<file path="src/rtl/core/ghf_pkg.sv">
// shared types, constants and helpers for the hole-filling height grid
package ghf_pkg;

    localparam int ROW_W     = 6;
    localparam int COL_W     = 6;
    localparam int HGT_W     = 16;
    localparam int DIM_W     = 7;
    localparam int CELL_W    = HGT_W + 1;
    localparam int CFG_IDX_W = 2;
    localparam int Q_DEPTH   = 2;

    localparam logic [CFG_IDX_W-1:0] CFG_ROWS = 2'd0;
    localparam logic [CFG_IDX_W-1:0] CFG_COLS = 2'd1;

    localparam logic MODE_WRITE = 1'b0;
    localparam logic MODE_QUERY = 1'b1;

    localparam logic [DIM_W-1:0] RESET_DIM = 7'd64;

    typedef enum logic [1:0] {
        ST_PRESENT,
        ST_FILLED,
        ST_NONE
    } t_status;

    typedef enum logic [1:0] {
        OP_WRITE,
        OP_QUERY,
        OP_REJECT
    } t_op;

    typedef enum logic [2:0] {
        B_CLEAR,
        B_IDLE,
        B_OWN,
        B_CHK,
        B_SCAN,
        B_MIN
    } t_back_state;

    typedef struct packed {
        logic [DIM_W-1:0] rows;
        logic [DIM_W-1:0] cols;
    } t_area;

    typedef struct packed {
        t_op                     op;
        logic [ROW_W-1:0]        row;
        logic [COL_W-1:0]        col;
        logic signed [HGT_W-1:0] height;
        logic                    missing;
    } t_entry;

    // zero acts as one, anything above the limit acts as the limit
    function automatic logic [DIM_W-1:0] clamp_dim(logic [DIM_W-1:0] v, logic [DIM_W-1:0] lim);
        logic [DIM_W-1:0] res;
        res = v;
        if (v == '0) begin
            res = DIM_W'(1);
        end else if (v > lim) begin
            res = lim;
        end
        return res;
    endfunction

endpackage

</file>
<file path="src/rtl/core/ghf_in_if.sv">
// input channel carrying write and query items
interface ghf_in_if;
    import ghf_pkg::*;

    logic                    valid;
    logic                    ready;
    logic                    mode;
    logic [ROW_W-1:0]        row;
    logic [COL_W-1:0]        col;
    logic signed [HGT_W-1:0] height;
    logic                    missing;

    modport source (output valid, mode, row, col, height, missing, input ready);
    modport sink   (input valid, mode, row, col, height, missing, output ready);
endinterface

</file>
<file path="src/rtl/core/ghf_front.sv">
// front end: accepts items, classifies them and queues them for the back end
module ghf_front #(
    parameter int MAX_ROWS = 64,
    parameter int MAX_COLS = 64
) (
    input  logic            i_clk,
    input  logic            i_rst_n,
    ghf_in_if.sink          i_in,
    input  ghf_pkg::t_area  i_area,
    input  logic            i_clr_done,
    input  logic            i_pop,
    output logic            o_q_valid,
    output ghf_pkg::t_entry o_q_entry
);
    import ghf_pkg::*;

    localparam int QAW = $clog2(Q_DEPTH);
    localparam int QCW = $clog2(Q_DEPTH + 1);

    t_entry         r_q [Q_DEPTH];
    logic [QAW-1:0] r_wp;
    logic [QAW-1:0] r_rp;
    logic [QCW-1:0] r_cnt;

    t_entry in_entry;
    logic   accept;
    logic   drop;
    logic   push;

    assign i_in.ready = i_clr_done && (r_cnt != QCW'(Q_DEPTH));
    assign accept     = i_in.valid && i_in.ready;
    assign push       = accept && !drop;

    always_comb begin
        in_entry.row     = i_in.row;
        in_entry.col     = i_in.col;
        in_entry.height  = i_in.height;
        in_entry.missing = i_in.missing;
        in_entry.op      = OP_QUERY;
        drop             = 1'b0;
        if (i_in.mode == MODE_WRITE) begin
            in_entry.op = OP_WRITE;
            // writes beyond the store are dropped here
            drop = (int'(i_in.row) >= MAX_ROWS) || (int'(i_in.col) >= MAX_COLS);
        end else if ((DIM_W'(i_in.row) >= i_area.rows) ||
                     (DIM_W'(i_in.col) >= i_area.cols)) begin
            in_entry.op = OP_REJECT;
        end
    end

    always_ff @(posedge i_clk) begin
        if (!i_rst_n) begin
            r_wp  <= '0;
            r_rp  <= '0;
            r_cnt <= '0;
        end else begin
            if (push) begin
                r_wp <= (r_wp == QAW'(Q_DEPTH - 1)) ? '0 : r_wp + QAW'(1);
            end
            if (i_pop) begin
                r_rp <= (r_rp == QAW'(Q_DEPTH - 1)) ? '0 : r_rp + QAW'(1);
            end
            case ({push, i_pop})
                2'b10:   r_cnt <= r_cnt + QCW'(1);
                2'b01:   r_cnt <= r_cnt - QCW'(1);
                default: r_cnt <= r_cnt;
            endcase
        end
    end

    always_ff @(posedge i_clk) begin
        if (push) begin
            r_q[r_wp] <= in_entry;
        end
    end

    assign o_q_valid = (r_cnt != '0);
    assign o_q_entry = r_q[r_rp];

endmodule

</file>
<file path="src/flat_wrapper.sv">
// flat-port wrapper written by rule: the top's interface ports become plain ports
module ghf_front_flat import ghf_pkg::*;
#(
    parameter int MAX_ROWS = 64,
    parameter int MAX_COLS = 64
)
  (i_clk, i_rst_n, i_area, i_clr_done, i_pop, o_q_valid, o_q_entry, i_in_valid, i_in_mode, i_in_row, i_in_col, i_in_height, i_in_missing, i_in_ready);
  ghf_in_if i_in_i ();
  input  logic i_clk;
  input  logic i_rst_n;
  input  ghf_pkg::t_area i_area;
  input  logic i_clr_done;
  input  logic i_pop;
  output logic o_q_valid;
  output ghf_pkg::t_entry o_q_entry;
  input wire logic [$bits(i_in_i.valid)-1:0] i_in_valid;
  input wire logic [$bits(i_in_i.mode)-1:0] i_in_mode;
  input wire logic [$bits(i_in_i.row)-1:0] i_in_row;
  input wire logic [$bits(i_in_i.col)-1:0] i_in_col;
  input wire logic [$bits(i_in_i.height)-1:0] i_in_height;
  input wire logic [$bits(i_in_i.missing)-1:0] i_in_missing;
  output wire logic [$bits(i_in_i.ready)-1:0] i_in_ready;
  assign i_in_i.valid = i_in_valid;
  assign i_in_i.mode = i_in_mode;
  assign i_in_i.row = i_in_row;
  assign i_in_i.col = i_in_col;
  assign i_in_i.height = i_in_height;
  assign i_in_i.missing = i_in_missing;
  assign i_in_ready = i_in_i.ready;
  ghf_front #(.MAX_ROWS(MAX_ROWS), .MAX_COLS(MAX_COLS)) u_core (.i_clk(i_clk), .i_rst_n(i_rst_n), .i_in(i_in_i), .i_area(i_area), .i_clr_done(i_clr_done), .i_pop(i_pop), .o_q_valid(o_q_valid), .o_q_entry(o_q_entry));
endmodule
</file>
<file path="config.mk">
export PLATFORM = sky130hd
export DESIGN_NAME = ghf_front_flat
export DESIGN_NICKNAME = d
export VERILOG_FILES = /design/src/rtl/core/ghf_pkg.sv /design/src/rtl/core/ghf_in_if.sv /design/src/rtl/core/ghf_front.sv /design/src/flat_wrapper.sv
export SDC_FILE = /design/constraint.sdc
export NUM_CORES = 1
export LEC_CHECK = 0
export ABC_AREA = 0
export ABC_CLOCK_PERIOD_IN_PS = 5700
export BUFFER_PORTS_ARGS = -buffer_cell sky130_fd_sc_hd__buf_2
export CAP_MARGIN = 20
export CORE_MARGIN = 5
export CORE_UTILIZATION = 55
export CTS_CLUSTER_SIZE = 10
export DETAILED_ROUTE_END_ITERATION = 16
export PLACE_DENSITY = 0.84
export SYNTH_ARGS = -nofsm -noshare
export SYNTH_HDL_FRONTEND = slang
export SYNTH_SLANG_ARGS = --single-unit
</file>
<file path="constraint.sdc">
create_clock -name i_clk -period 5.7 [get_ports i_clk]
set_clock_uncertainty 0.05 [all_clocks]
set_input_delay 0.57 -clock i_clk [delete_from_list [all_inputs] [get_ports i_clk]]
set_output_delay 0.57 -clock i_clk [all_outputs]
set_load 0.03 [all_outputs]
</file>
==> metrics.md <==
| Metric | Value |
|---|---|
| Critical Path Sink Type | output pin |
| CORE AREA | 0.00482 mm2 |
| TritonRoute pass-1 iters | 4 |
| Post-Synth Adder-Cell Area | 5.87% |
| Worst Max-Slew Pin Slew | slightly below 900 ps |
| Compound-cell area share of the yosys netlist | between 3 and 4% |
| Starting Density | between 50% and 60% |
| CTS root buffer | clkbuf_8 |
| Crit Path Max Fanout | 22 |
| Post-synth ARST share | 0% |
| Clk buf depth | 2 |
| Data arrival, critical path | around 1800 ps |
| Most common flop cell mapped by yosys | edfxtp_1 |
| Final nets | 318 |
| Ant. Diodes | 0 |
| First-pass GRT wire length | 7.37 mm |
| I/O Pins | 82 |
| RSZ-0062 raised after global routing | no |
| Xor and xnor area share after synthesis | 0.948% |
| Final wirelength | 4.68 mm |
| Slew Viols, Final | 0 |
| Cts bufs inserted | 9 |
| Mapped cell area | 0.00277 mm2 |
| Top cell type's share of synthesized area | around two thirds |
| Final worst-path cycle share | 43.0% |
| CTS tree | built |
| Commonest cells post-synth | edfxtp_1 (62), mux2_2 (31), inv_1 (17) |
| CTS H-Tree Depth | 3 |
| Row count | 25 |
| Warnings, synthesis | 0 |
| Hold-fix buffers, CTS | 0 |
| Syn Nets | 227 |
| Bufs and invs on worst path | 2 |
| Layout cells sized above 1 | between 40% and 50% |
| Clock Latency Late Sink | 330 ps |
| WS Path Type | flip-flop to output pin |
| Mux cell area share after synthesis | 12.6% |
| Top cells by area, synth | edfxtp_1 (67%), mux2_2 (13%), ha_1 (5.9%) |
| Combinational family with the most area after synthesis | multiplexers |
| Max-cap viol count | 0 |
| GR Overflow Total | 0 |
| Avg Inst Size Synth | approximately 17 um2 |
| Worst vdd ir | ~0.19 mV |
| RePlAce Congestion | about 0.79 |
| Worst Path Required | 5080 ps |
| IO Port Bufs | 81 |
| Leak Pwr | 1.43 nW |
| EDFF count, synth | 62 |
| Post-DR vias/cell | 4.97 |
| Hold Vio Cnt, Final | 0 |
| Worst Hold Class | primary input to flip-flop |
| Status | completed |
| CP max stage cell | dfxtp_1 |
| Synthesis-to-finish area growth | 25.4% |
| Placed cells | approximately 310 |
| Headroom to the max-slew limit | 40.9% |
| Clock-pin slew on the worst setup and hold paths | around 70 ps |
| DP Wirelength | 3.42 mm |
| Die Ht | slightly above 80 um |
| Number of buffers added for setup after CTS | 0 |
| CP Launch Type | flip-flop |
| Routed Antenna Nets | 0 |
| Crit-path cells | buf_4 -> mux2_2 -> buf_2 |
| Power per standard cell area | between 300 and 400 mW/mm2 |
| Final Non-Filler Cells | 328 |
| Final setup fails | 0 |
| Cells after Synth | ~170 |
| Largest net degree at the start of global routing | 33 |
| Die X | between 80 and 90 um |
| Vias | about 1.6k |
| Sequential fraction of the synthesis area | 70.8% |
| Yosys cell types | 29 |
| #FFs+latches synth | 67 |
| Most common cell in the synthesized netlist | edfxtp_1 |
| DR iter-0 viols | 58 |
| Avg WL per Cell | 14.3 um |
| Final period demand of the worst path | 2450 ps |
| Vias in the first global route | 1,635 |
| Remaining DRCs | 0 |
| Cell taking the most area after synthesis | edfxtp_1 |
| Post-Synth Simple-Gate Area | 3.93% |
| GRT Overall Usage | between 10% and 20% |
| Crit-path leading delay family | flip-flops |
| Initial antenna violation count | 0 |
| Crit-path max cell delay | roughly 560 ps |
| Fmax | between 0.4 and 0.5 GHz |
| Post_cts resized | 0 |
| Setup_tns | 0 ps |
| Die area | 0.00656 mm2 |
| Sink Count | between 60 and 70 |
## final cells by class
type	count	area, um2
tap	67	83.8
sequential	67	1960
clock buffer	10	128
clock inverter	6	80.1
inverter	17	63.8
timing repair buffer	83	420
multi-input combinational	78	739
fill	345	1340
## kinds of logic after synthesis
kind of cell / after synthesis
compound gates: 13
xor+xnor: 3
fa+ha+maj: 13
buf+inv: 20
flops: 67
mux: 31
simple gates: 18
## worst register-to-register path, stage by stage (launching register included)
cell	delay (ps)
dfxtp_1	420
o211ai_1	190
nor2_4	710
## cells in the final DEF, fill, tap and decap left out, types with 2 or more instances in the layout
cell       Yosys  final
buf_2          3     81
edfxtp_1      62     62
mux2_2        31     31
inv_1         17     17
ha_1          13     13
clkbuf_8       0      9
dfxtp_1        5      5
and2_1         4      4
clkinv_2       0      4
nor2b_1        2      2
nand2_1        2      2
a21oi_1        2      2
o21ai_0        2      2
a211oi_1       2      2
or3_1          2      2
xnor2_1        2      2
bufinv_16      0      2
buf_4          0      2
## worst paths after layout
path,from,end,slack [ps],cells after the start
max,flip-flop,o_q_entry[24],3250,3
min,i_in_height[15],u_core.r_q[1][16]$_DFFE_PP_,380,1
max reg2reg,u_core.r_cnt[0]$_SDFFE_PN0P_,u_core.r_q[0][0]$_DFFE_PP_,3940,2
min reg2reg,u_core.r_cnt[1]$_SDFFE_PN0P_,u_core.r_cnt[1]$_SDFFE_PN0P_,450,2
## where the power goes
part / total (mW) / internal, mW / switching (mW)
Sequential: 0.575 / 0.565 / 0.0102
Clock: 0.404 / 0.243 / 0.161
Combinational: 0.173 / 0.0678 / 0.106
Total: 1.15 / 0.876 / 0.277
## metal layers
layer  global-route usage [%]  wire length [um]
met1                     18.6              1890
met2                     25.4              2340
met3                     5.65               365
met4                     7.60                83
met5                        0                 0
## stage by stage
step,cell area [um2],power (mW),setup slack [ps],hold slack [ps],util (%)
6_report,3480,1.15,3250,381,72.2
5_1_grt,3480,1.20,3140,352,72.2
4_1_cts,3480,1.16,3210,363,72.2
3_5_place_dp,3270,0.761,3570,442,67.9
3_3_place_gp,3270,0.756,3590,432,67.9
2_1_floorplan,2770,0.703,2980,417,-
## state kept, by name, summed over array words and instances, names as in the netlist, named ones only
| signal | count |
|---|---|
| u_core.r_q | 62 |
| u_core.r_rp | 1 |
| u_core.r_wp | 1 |
| u_core.r_cnt | 2 |
No activity file was read; power rests on OpenSTA's default activity.
